[src/rtl/irpwd_pkg.sv]
package irpwd_pkg;

  localparam int unsigned TS_W    = 16;
  localparam int unsigned CFG_W   = 16;
  localparam int unsigned CODE_W  = 32;
  localparam int unsigned CNT_W   = 8;
  localparam int unsigned CIDX_W  = 3;

  // Request kinds
  localparam logic ACT_EDGE = 1'b0;
  localparam logic ACT_TICK = 1'b1;

  // Configuration register indexes
  localparam logic [CIDX_W-1:0] CFG_START_WIDTH_MIN = 3'd0;
  localparam logic [CIDX_W-1:0] CFG_START_WIDTH_MAX = 3'd1;
  localparam logic [CIDX_W-1:0] CFG_BIT_WIDTH_MIN   = 3'd2;
  localparam logic [CIDX_W-1:0] CFG_BIT_WIDTH_MAX   = 3'd3;
  localparam logic [CIDX_W-1:0] CFG_BIT_THRESHOLD   = 3'd4;
  localparam logic [CIDX_W-1:0] CFG_FRAME_TIMEOUT   = 3'd5;
  localparam logic [CIDX_W-1:0] CFG_RELEASE_TIMEOUT = 3'd6;

  // Reset values (Sony timing)
  localparam logic [CFG_W-1:0] RST_START_WIDTH_MIN = 16'd28;
  localparam logic [CFG_W-1:0] RST_START_WIDTH_MAX = 16'd46;
  localparam logic [CFG_W-1:0] RST_BIT_WIDTH_MIN   = 16'd7;
  localparam logic [CFG_W-1:0] RST_BIT_WIDTH_MAX   = 16'd23;
  localparam logic [CFG_W-1:0] RST_BIT_THRESHOLD   = 16'd14;
  localparam logic [CFG_W-1:0] RST_FRAME_TIMEOUT   = 16'd675;
  localparam logic [CFG_W-1:0] RST_RELEASE_TIMEOUT = 16'd937;

  typedef struct packed {
    logic [CFG_W-1:0] start_width_min;
    logic [CFG_W-1:0] start_width_max;
    logic [CFG_W-1:0] bit_width_min;
    logic [CFG_W-1:0] bit_width_max;
    logic [CFG_W-1:0] bit_threshold;
    logic [CFG_W-1:0] frame_timeout;
    logic [CFG_W-1:0] release_timeout;
  } irpwd_cfg_t;

  typedef struct packed {
    logic              action;
    logic [TS_W-1:0]   timestamp;
    logic              rising;
  } irpwd_req_t;

  typedef struct packed {
    logic [CODE_W-1:0] code;
    logic              code_present;
    logic              frame_done;
  } irpwd_res_t;

endpackage

[src/rtl/irpwd_if.sv]
interface irpwd_in_if;
  logic                          valid;
  logic                          ready;
  logic                          action;
  logic [irpwd_pkg::TS_W-1:0]    timestamp;
  logic                          rising;

  modport source (output valid, output action, output timestamp, output rising,
                  input ready);
  modport sink   (input valid, input action, input timestamp, input rising,
                  output ready);
endinterface

interface irpwd_out_if;
  logic                          valid;
  logic                          ready;
  logic [irpwd_pkg::CODE_W-1:0]  code;
  logic                          code_present;
  logic                          frame_done;

  modport source (output valid, output code, output code_present, output frame_done,
                  input ready);
  modport sink   (input valid, input code, input code_present, input frame_done,
                  output ready);
endinterface

[src/rtl/irpwd_core.sv]
module irpwd_core #(
  parameter int unsigned FRAME_BITS_A = 12,
  parameter int unsigned FRAME_BITS_B = 15,
  parameter int unsigned FRAME_BITS_C = 20
) (
  input  logic                  clk,
  input  logic                  rst_n,
  input  logic                  step,
  input  irpwd_pkg::irpwd_req_t req,
  input  irpwd_pkg::irpwd_cfg_t cfg,
  output irpwd_pkg::irpwd_res_t res
);
  import irpwd_pkg::*;

  logic [TS_W-1:0]   prev_edge_r, prev_edge_nxt;
  logic [CODE_W-1:0] shift_r, shift_nxt;
  logic [CNT_W-1:0]  cnt_r, cnt_nxt;
  logic [TS_W-1:0]   deadline_r, deadline_nxt;
  logic              armed_r, armed_nxt;
  logic [CODE_W-1:0] held_code_r, held_code_nxt;
  logic              held_valid_r, held_valid_nxt;
  logic              done;

  logic [TS_W-1:0]   width;
  logic              in_start;
  logic              in_bit;
  logic              hit;
  logic              len_ok;

  assign width    = req.timestamp - prev_edge_r;
  assign in_start = (cfg.start_width_min < width) && (width < cfg.start_width_max);
  assign in_bit   = (cfg.bit_width_min < width) && (width < cfg.bit_width_max);
  assign hit      = armed_r && (req.timestamp == deadline_r);
  assign len_ok   = (cnt_r == CNT_W'(FRAME_BITS_A)) || (cnt_r == CNT_W'(FRAME_BITS_B)) ||
                    (cnt_r == CNT_W'(FRAME_BITS_C));

  always_comb begin
    prev_edge_nxt  = prev_edge_r;
    shift_nxt      = shift_r;
    cnt_nxt        = cnt_r;
    deadline_nxt   = deadline_r;
    armed_nxt      = armed_r;
    held_code_nxt  = held_code_r;
    held_valid_nxt = held_valid_r;
    done           = 1'b0;
    if (req.action == ACT_EDGE) begin
      prev_edge_nxt = req.timestamp;
      if (req.rising) begin
        // start window wins when both windows match
        priority if (in_start) begin
          deadline_nxt = req.timestamp + cfg.frame_timeout;
          armed_nxt    = 1'b1;
          cnt_nxt      = '0;
          shift_nxt    = CODE_W'(1);
        end else if (in_bit) begin
          cnt_nxt   = cnt_r + CNT_W'(1);
          shift_nxt = {shift_r[CODE_W-2:0], (width < cfg.bit_threshold)};
        end else begin
          cnt_nxt = '0;
        end
      end
    end else if (hit) begin
      if (len_ok) begin
        held_code_nxt  = shift_r;
        held_valid_nxt = 1'b1;
        deadline_nxt   = deadline_r + cfg.release_timeout;
        done           = 1'b1;
      end else begin
        held_code_nxt  = '0;
        held_valid_nxt = 1'b0;
        armed_nxt      = 1'b0;
      end
      cnt_nxt   = '0;
      shift_nxt = '0;
    end
  end

  always_comb begin
    res.code         = held_code_nxt;
    res.code_present = held_valid_nxt;
    res.frame_done   = done;
  end

  always_ff @(posedge clk) begin
    if (!rst_n) begin
      prev_edge_r  <= '0;
      shift_r      <= '0;
      cnt_r        <= '0;
      deadline_r   <= '0;
      armed_r      <= 1'b0;
      held_code_r  <= '0;
      held_valid_r <= 1'b0;
    end else if (step) begin
      prev_edge_r  <= prev_edge_nxt;
      shift_r      <= shift_nxt;
      cnt_r        <= cnt_nxt;
      deadline_r   <= deadline_nxt;
      armed_r      <= armed_nxt;
      held_code_r  <= held_code_nxt;
      held_valid_r <= held_valid_nxt;
    end
  end

endmodule

[src/rtl/ir_pulse_width_frame_decoder.sv]
// IR pulse-width frame decoder (Sony timing by default).
// in_req carries one request per edge or timer tick: action (0 edge, 1 tick),
// the 16-bit timer value and the edge polarity. Rising edges are measured
// against the previous edge; start and bit widths build a frame, and a tick
// at the armed deadline judges it.
// out_res returns exactly one result per request: the held code, whether a
// code is held, and whether this tick completed a frame.
// cfg_we/cfg_index/cfg_wdata write the seven 16-bit timing registers; write
// them only while no request is in flight.
// Decoder state and the result register update when a request is accepted.
// Throughput: one request per cycle while in_req.ready is high.
// A two-entry output buffer (output register plus skid register) lets one
// more request in while a result waits; in_req.ready drops only when both
// entries are full, and results leave in order as out_res.ready allows.
// Reset (synchronous rst_n low) clears the decoder state and output buffer
// and loads the default timing registers.
module ir_pulse_width_frame_decoder #(
  parameter int unsigned FRAME_BITS_A = 12,
  parameter int unsigned FRAME_BITS_B = 15,
  parameter int unsigned FRAME_BITS_C = 20
) (
  input  logic                            clk,
  input  logic                            rst_n,
  irpwd_in_if.sink                        in_req,
  irpwd_out_if.source                     out_res,
  input  logic                            cfg_we,
  input  logic [irpwd_pkg::CIDX_W-1:0]    cfg_index,
  input  logic [irpwd_pkg::CFG_W-1:0]     cfg_wdata
);
  import irpwd_pkg::*;

  irpwd_cfg_t cfg_r;
  irpwd_req_t req;
  irpwd_res_t res;
  irpwd_res_t main_r, skid_r;
  logic       main_vld_r, skid_vld_r;
  logic       acc, pop;

  always_ff @(posedge clk) begin
    if (!rst_n) begin
      cfg_r.start_width_min <= RST_START_WIDTH_MIN;
      cfg_r.start_width_max <= RST_START_WIDTH_MAX;
      cfg_r.bit_width_min   <= RST_BIT_WIDTH_MIN;
      cfg_r.bit_width_max   <= RST_BIT_WIDTH_MAX;
      cfg_r.bit_threshold   <= RST_BIT_THRESHOLD;
      cfg_r.frame_timeout   <= RST_FRAME_TIMEOUT;
      cfg_r.release_timeout <= RST_RELEASE_TIMEOUT;
    end else if (cfg_we) begin
      unique case (cfg_index)
        CFG_START_WIDTH_MIN: cfg_r.start_width_min <= cfg_wdata;
        CFG_START_WIDTH_MAX: cfg_r.start_width_max <= cfg_wdata;
        CFG_BIT_WIDTH_MIN:   cfg_r.bit_width_min   <= cfg_wdata;
        CFG_BIT_WIDTH_MAX:   cfg_r.bit_width_max   <= cfg_wdata;
        CFG_BIT_THRESHOLD:   cfg_r.bit_threshold   <= cfg_wdata;
        CFG_FRAME_TIMEOUT:   cfg_r.frame_timeout   <= cfg_wdata;
        CFG_RELEASE_TIMEOUT: cfg_r.release_timeout <= cfg_wdata;
        default: ;
      endcase
    end
  end

  assign req.action    = in_req.action;
  assign req.timestamp = in_req.timestamp;
  assign req.rising    = in_req.rising;

  assign in_req.ready = !skid_vld_r;
  assign acc          = in_req.valid && !skid_vld_r;
  assign pop          = main_vld_r && out_res.ready;

  irpwd_core #(
    .FRAME_BITS_A (FRAME_BITS_A),
    .FRAME_BITS_B (FRAME_BITS_B),
    .FRAME_BITS_C (FRAME_BITS_C)
  ) u_core (
    .clk   (clk),
    .rst_n (rst_n),
    .step  (acc),
    .req   (req),
    .cfg   (cfg_r),
    .res   (res)
  );

  // Output register with skid entry behind it
  always_ff @(posedge clk) begin
    if (!rst_n) begin
      main_vld_r <= 1'b0;
      skid_vld_r <= 1'b0;
    end else begin
      if (pop) begin
        if (skid_vld_r) begin
          main_vld_r <= 1'b1;
          skid_vld_r <= 1'b0;
        end else begin
          main_vld_r <= acc;
        end
      end else if (acc) begin
        if (main_vld_r) begin
          skid_vld_r <= 1'b1;
        end else begin
          main_vld_r <= 1'b1;
        end
      end
    end
  end

  always_ff @(posedge clk) begin
    if (pop && skid_vld_r) begin
      main_r <= skid_r;
    end else if (acc && (pop || !main_vld_r)) begin
      main_r <= res;
    end
    if (acc && main_vld_r && !pop) begin
      skid_r <= res;
    end
  end

  assign out_res.valid        = main_vld_r;
  assign out_res.code         = main_r.code;
  assign out_res.code_present = main_r.code_present;
  assign out_res.frame_done   = main_r.frame_done;

endmodule

[src/flat_wrapper.sv]
// flat-port wrapper written by rule: the top's interface ports become plain ports
module ir_pulse_width_frame_decoder_flat import irpwd_pkg::*;
#(
  parameter int unsigned FRAME_BITS_A = 12,
  parameter int unsigned FRAME_BITS_B = 15,
  parameter int unsigned FRAME_BITS_C = 20
)
  (clk, rst_n, cfg_we, cfg_index, cfg_wdata, in_req_valid, in_req_action, in_req_timestamp, in_req_rising, in_req_ready, out_res_valid, out_res_code, out_res_code_present, out_res_frame_done, out_res_ready);
  irpwd_in_if in_req_i ();
  irpwd_out_if out_res_i ();
  input  logic clk;
  input  logic rst_n;
  input  logic cfg_we;
  input  logic [irpwd_pkg::CIDX_W-1:0] cfg_index;
  input  logic [irpwd_pkg::CFG_W-1:0] cfg_wdata;
  input wire logic [$bits(in_req_i.valid)-1:0] in_req_valid;
  input wire logic [$bits(in_req_i.action)-1:0] in_req_action;
  input wire logic [$bits(in_req_i.timestamp)-1:0] in_req_timestamp;
  input wire logic [$bits(in_req_i.rising)-1:0] in_req_rising;
  output wire logic [$bits(in_req_i.ready)-1:0] in_req_ready;
  output wire logic [$bits(out_res_i.valid)-1:0] out_res_valid;
  output wire logic [$bits(out_res_i.code)-1:0] out_res_code;
  output wire logic [$bits(out_res_i.code_present)-1:0] out_res_code_present;
  output wire logic [$bits(out_res_i.frame_done)-1:0] out_res_frame_done;
  input wire logic [$bits(out_res_i.ready)-1:0] out_res_ready;
  assign in_req_i.valid = in_req_valid;
  assign in_req_i.action = in_req_action;
  assign in_req_i.timestamp = in_req_timestamp;
  assign in_req_i.rising = in_req_rising;
  assign in_req_ready = in_req_i.ready;
  assign out_res_valid = out_res_i.valid;
  assign out_res_code = out_res_i.code;
  assign out_res_code_present = out_res_i.code_present;
  assign out_res_frame_done = out_res_i.frame_done;
  assign out_res_i.ready = out_res_ready;
  ir_pulse_width_frame_decoder #(.FRAME_BITS_A(FRAME_BITS_A), .FRAME_BITS_B(FRAME_BITS_B), .FRAME_BITS_C(FRAME_BITS_C)) u_core (.clk(clk), .rst_n(rst_n), .in_req(in_req_i), .out_res(out_res_i), .cfg_we(cfg_we), .cfg_index(cfg_index), .cfg_wdata(cfg_wdata));
endmodule
[config.mk]
export PLATFORM = sky130hd
export DESIGN_NAME = ir_pulse_width_frame_decoder_flat
export DESIGN_NICKNAME = d
export VERILOG_FILES = /design/src/rtl/irpwd_pkg.sv /design/src/rtl/irpwd_if.sv /design/src/rtl/irpwd_core.sv /design/src/rtl/ir_pulse_width_frame_decoder.sv /design/src/flat_wrapper.sv
export SDC_FILE = /design/constraint.sdc
export NUM_CORES = 1
export LEC_CHECK = 0
export BUFFER_PORTS_ARGS = -buffer_cell sky130_fd_sc_hd__buf_2
export CORE_MARGIN = 3
export CORE_UTILIZATION = 65
export CTS_BUF_LIST = sky130_fd_sc_hd__clkbuf_8
export DETAILED_ROUTE_END_ITERATION = 10
export PLACE_DENSITY = 0.84
export SYNTH_ARGS = -nofsm -noshare
export SYNTH_HDL_FRONTEND = slang
export SYNTH_HIERARCHICAL = 1
export SYNTH_SLANG_ARGS = --single-unit
[constraint.sdc]
create_clock -name clk -period 12.05 [get_ports clk]
set_input_delay 1.205 -clock clk [delete_from_list [all_inputs] [get_ports clk]]
set_output_delay 1.205 -clock clk [all_outputs]
set_load 0.02 [all_outputs]
# Yosys cells after proc, flatten, opt, wreduce, memory -nomap -nowiden
# Cells that the tools add are included.
# word_totals
reg_bits	288
elab_cells	114
# classes
n_addsub	4
n_lt_le_gt_ge	5
n_eq_ne	13
muxes	33
bitwise_logic	2
n_reduce_logical	35
# ops
operator	count
$mux W32	8
$lt A16 B16 Y1	5
$mux W16	5
$mux W34	2
$mux W8	5
$add A16 B16 Y16	2
$reduce_and A2 Y1	9
$eq A16 B16 Y1	1
$eq A8 B4 Y1 const B	2
$sub A16 B16 Y16	1
$mux W1	13
$reduce_and A5 Y1	2
$eq A3 B3 Y1 const B	3
$logic_and A1 B1 Y1	9
$add A8 B1 Y8 const B	1
$eq A8 B5 Y1 const B	1
$reduce_bool A2 Y1	4
$eq A3 B2 Y1 const B	2
$ne A2 B1 Y1 const B	2
$reduce_and A4 Y1	1
$eq A3 B1 Y1 const B	1
$logic_not A1 Y1	3
$logic_not A3 Y1	1
$logic_or A1 B1 Y1	3
other kinds (5)	6

# Longest topological paths before layout
# depth
depth_word	8
depth_mapped	24

# Hierarchy
# The synthesis kept the hierarchy.
# by_module_without_submodules
mod	instances	cells_each	area_per_inst_um2	seq_area_each_um2
irpwd_core	1	1169	8764.7	2122.0
ir_pulse_width_frame_decoder	1	515	6368.6	4324.1

# Least setup slack after synthesis
# Ideal clock, no wire load.
# synth_timing
path_kind	input -> register
startpoint	input in_req_timestamp[1]
endpoint	register u_core.u_core.shift_r[10]
setup_time_ps	132
arrival_ps	5140
slack_ps	6778
stages	20
path_cell_list	ha_1 nor2b_1 o31a_1 a311o_1 o2111a_2 o21ai_2 nand2b_1 a21oi_1 xnor2_1 inv_1 ha_1 o211ai_1 mux2i_1 nand2_1 nand4_1 a221oi_1 a31oi_1 o21ai_2 clkbuf_1 a21oi_1
# synth_via
elab_chain_cells	6
elab_cells_between_ends	15
# synth_rtl
item	line	rtl
start: declaration	flat_wrapper.sv:18	input wire logic [$bits(in_req_i.timestamp)-1:0] in_req_timestamp;
$sub A16 B16 Y16	irpwd_core.sv:30	assign width = req.timestamp - prev_edge_r;
$lt A16 B16 Y1	irpwd_core.sv:31	assign in_start = (cfg.start_width_min < width) && (width < cfg.start_width_max);
$logic_and A1 B1 Y1	irpwd_core.sv:31	
$mux W32	irpwd_core.sv:50	priority if (in_start) begin
$mux W32	irpwd_core.sv:48	if (req.rising) begin
$mux W32	irpwd_core.sv:46	if (req.action == ACT_EDGE) begin
end signal: assignment	irpwd_core.sv:95	shift_r <= shift_nxt;
end: declaration	irpwd_core.sv:16	logic [CODE_W-1:0] shift_r, shift_nxt;
# Parallel ways exist; a longest one is shown, timed or not. The select of a mux whose other input is x is not followed.
# A chain may end at the register's enable or synchronous reset.

# Final worst setup path
# layout_timing
startpoint	input in_req_timestamp[0]
endpoint	register u_core.u_core.deadline_r[12]
# layout_via
elab_chain_cells	5
elab_cells_between_ends	13
# layout_rtl
item	line	rtl
$sub A16 B16 Y16	irpwd_core.sv:30	
$lt A16 B16 Y1	irpwd_core.sv:31	
$logic_and A1 B1 Y1	irpwd_core.sv:31	
$reduce_bool A2 Y1 (no source line)	n/a	
$reduce_and A5 Y1 (no source line)	n/a	
end signal: assignment	irpwd_core.sv:97	deadline_r <= deadline_nxt;
end: declaration	irpwd_core.sv:18	logic [TS_W-1:0] deadline_r, deadline_nxt;
# Parallel ways exist; a longest one is shown, timed or not. The select of a mux whose other input is x is not followed.

==> results.md <==
* Skew final at 33.7 ps
* CP endpoint kind: register
* Slew headroom at 28.5%
* Synth top area share at 29.1%
* Critical path buffers and inverters at 4
* Yosys top cell by area: dfxtp_1
* Vias in the first global route at 11,909
* Clock tree root driver cell: clkbuf_8
* Vias at 12,646
* RR Startpoint: u_core/u_core/prev_edge_r[0]
* Final hold vios at 0
* Setup TNS at 0 ps
* Primary FF master, synth: dfxtp_1
* Hold Path Sink: u_core/u_core/held_valid_r
* Min cycle time layout at 5760 ps
* CTS tree: done
* Clock Path Buffers at 3
* Slowest CP cell: and4_1
* Startpoint Class: input pin
* CP max stage delay at 750 ps
* Placement Setup Slack at 5850 ps
* Power Total at 2.22 mW
* Adder-Cell Fraction of Synth Area at 9.47%
* Final setup fails at 0
* RSZ-0062 raised after global routing: no
* Setup ws final at 6290 ps
* CTS sink count at 288
* Core ar. at 22,800 um^2
* Clock latency on the worst-skew pair at 570 ps
* Cell Rows at 55
* Syn nets at 1,838
* Hold_sp: u_core/u_core/held_valid_r
* Gp weighted congestion at 0.919
* Status: finished clean
* Post-Synth Simple-Gate Area at 16.4%
* Async SR Flop Fraction at 0%
* Mapped Area at 15,100 um^2
* Ys Warns at 6
* GRT Overall Usage at 29.1%
* Synth Area in Compound Gates at 17.7%
* Setup bufs post-CTS at 0
* Overflow after GRT at 0
* Maximum VDD drop at 0.111 mV
* Most used cell, CP: inv_1
* WP data required at 12,510 ps
* Mux cell area share after synthesis at 5.13%
* Largest family of logic cells by synthesized area: compound AO/OA/AOI/OAI gates
* EDFF count, synth at 68
* Worst reg2reg endpoint: u_core/u_core/deadline_r[12]
* Tcrit/Tclk final at 47.8%
* Register area share after synthesis at 42.6%
* Arr. time, crit path at 6210 ps
* XOR/XNOR Fraction of Synth Area at 3.34%
* Finished Layout Cells at 2,083
* Vias/cell at 6.07
* H-Tree Level Count at 2
* Final wirelength at 37,200 um
* Power per cell area at 134 nW/um^2
* DRT Pass-1 Iters at 5
* # DRC at 0
* Boundary pin count at 78
* Critical-path maximum fanout at 14
* R2R setup slack at 6760 ps
* Most common cell in the netlist: dfxtp_1
* Die Wd at 159 um
* WL/cell at 17.9 um
* Num CTS Buffers at 46
* Die ar. at 25,100 um^2
* Hold depth at 2
* Highest Clock Rate at 174 MHz
* Layout cells sized above 1 at 14.0%
* NumNets Final at 1,887
* Starting DRT DRC Count at 984
* Most frequent cells after synthesis: dfxtp_1, nand2_1, o21ai_0
* Area Overhead vs Synth at 9.42%
* CTS Hold Buffers Added at 0
* CP top delay family: compound AO/OA/AOI/OAI gates
* Fin. max-slew vios at 0
* Mean post-synth cell area at 8.99 um^2
* WS Path Type: input pin to register
* Post-synthesis register bit count at 288
* Placed cell count at 1,998
* Initial Util at 66.4%
* Min-delay worst type: register to register
* Initial antenna violation count at 1
* I/O Buffers at 77
* Max-cap violations at 0
* Worst slew pin tran at 1070 ps
* First-pass GRT wire length at 59,400 um
* Detail Placement HPWL at 26,000 um
* Routed Antenna Nets at 0
* Clk slew on worst S/H paths at 70 ps
* Yosys cell types at 82
* Synth area leaders: dfxtp_1, edfxtp_1, ha_1
* Largest net degree at the start of global routing at 69
* Die Ht at 159 um
* Cells along the critical path: buf_2 -> inv_1 -> ha_1 -> inv_1 -> fa_1 -> a211oi_1 -> o21a_1 -> o31ai_1 -> a21o_1 -> a21o_1 -> a21oi_1 -> o21bai_1 -> xor2_1 -> inv_1 -> ha_1 -> o211ai_1 -> mux2i_1 -> nand2_1 -> nand4_1 -> a221oi_1 -> and4_1 -> o221ai_1 -> o211a_1
* Static Leak at 6.66 nW
* Post-Synthesis Cells at 1,684
* Post-cts sizing count at 0
* Worst reg2reg path depth at 21
==> kinds of logic (layout without fill, tap and decap cells) <==
kind of cell    count (synthesis)  count (layout)
simple gates                  525             525
mux                            73              73
other cells                     0               1
compound gates                441             441
fa+ha+maj                     113             113
flops                         288             288
xor+xnor                       56              56
buf+inv                       188             273
==> worst register-to-register path, cell delays in order, from the launching register on <==
cell and delay, ps:
dfxtp_1 350, ha_1 190, inv_1 70, fa_1 470, a211oi_1 310, o21a_1 210, o31ai_1 130, a21o_1 200
a21o_1 200, a21oi_1 150, o21bai_1 90, xor2_1 330, inv_1 120, ha_1 320, o211ai_1 150, mux2i_1 140
nand2_1 90, nand4_1 90, a221oi_1 420, and4_1 750, o221ai_1 250, o211a_1 160
==> per-stage QoR <==
step,cell area [um^2],hold slack (ps),util (%)
after detailed placement,15600,449,68.5
final,16600,459,72.7
after floorplan,15100,436,-
after CTS,16600,457,72.7
after global routing,16600,479,72.7
after global placement,15600,443,68.5
==> area by class of cell <==
| class | instances | area [um^2] |
|---|---|---|
| Timing Repair Buffer | 96 | 531 |
| Inverter | 93 | 349 |
| Clock inverter | 24 | 116 |
| Fill cell | 1650 | 6220 |
| Antenna cell | 1 | 2.50 |
| Multi-Input combinational cell | 1208 | 7900 |
| Clock buffer | 60 | 826 |
| Tap cell | 313 | 392 |
| Sequential cell | 288 | 6450 |
==> power breakdown <==
group | switching (mW) | internal (mW) | leakage (nW) | total [mW]
registers | 0.0150 | 1.01 | 2.40 | 1.03
clock network | 0.388 | 0.449 | 0.555 | 0.837
logic | 0.229 | 0.126 | 3.71 | 0.354
total | 0.632 | 1.59 | 6.66 | 2.22
==> per-layer routing <==
layer  wire length, um  part of all wire (%)  up-vias  global-route usage [%]
met4               858                   2.3        0                    8.85
li1                  -                     -     6108                       -
met2             16500                    44      459                    44.7
met1             17300                    47     6008                    42.7
met5                 0                     0        -                       0
met3              2520                   6.8       71                    4.38
==> worst max-delay path by stage <==
stage | depth (start not counted) | slack (ps) | startpoint | end
floorplan | 20 | 6780 | in_req_timestamp[1] | u_core/u_core/shift_r[10]
global placement | 23 | 5980 | in_req_timestamp[0] | u_core/u_core/deadline_r[12]
detailed placement | 23 | 5850 | in_req_timestamp[0] | u_core/u_core/deadline_r[12]
CTS | 23 | 6450 | in_req_timestamp[0] | u_core/u_core/deadline_r[12]
global route | 20 | 6020 | in_req_timestamp[1] | u_core/u_core/deadline_r[12]
finish | 23 | 6290 | in_req_timestamp[0] | u_core/u_core/deadline_r[12]
==> flip-flops by register name, summed over array words and instances, names as in the netlist <==
signal,cells
u_core/cfg_r,112
u_core/out_res.code,32
u_core/out_res.code_present,1
u_core/out_res.frame_done,1
u_core/out_res.valid,1
u_core/skid_r,34
u_core/skid_vld_r,1
u_core/u_core/armed_r,1
u_core/u_core/cnt_r,8
u_core/u_core/deadline_r,16
u_core/u_core/held_code_r,32
u_core/u_core/held_valid_r,1
u_core/u_core/prev_edge_r,16
u_core/u_core/shift_r,32
==> cells in the final DEF, fill, tap and decap left out, types with 24 or more instances in the layout <==
cell type and count:
a21oi_1 121, edfxtp_1 68, nand3_1 129, xnor2_1 34
nor2_1 93, nand2_1 193, inv_1 109, o21ai_0 146
mux2i_1 38, clkbuf_8 60, a21o_1 24, buf_2 76
dfxtp_1 220, o21ai_1 34, ha_1 109, mux2_2 34
(Power assumes the default switching activity.)
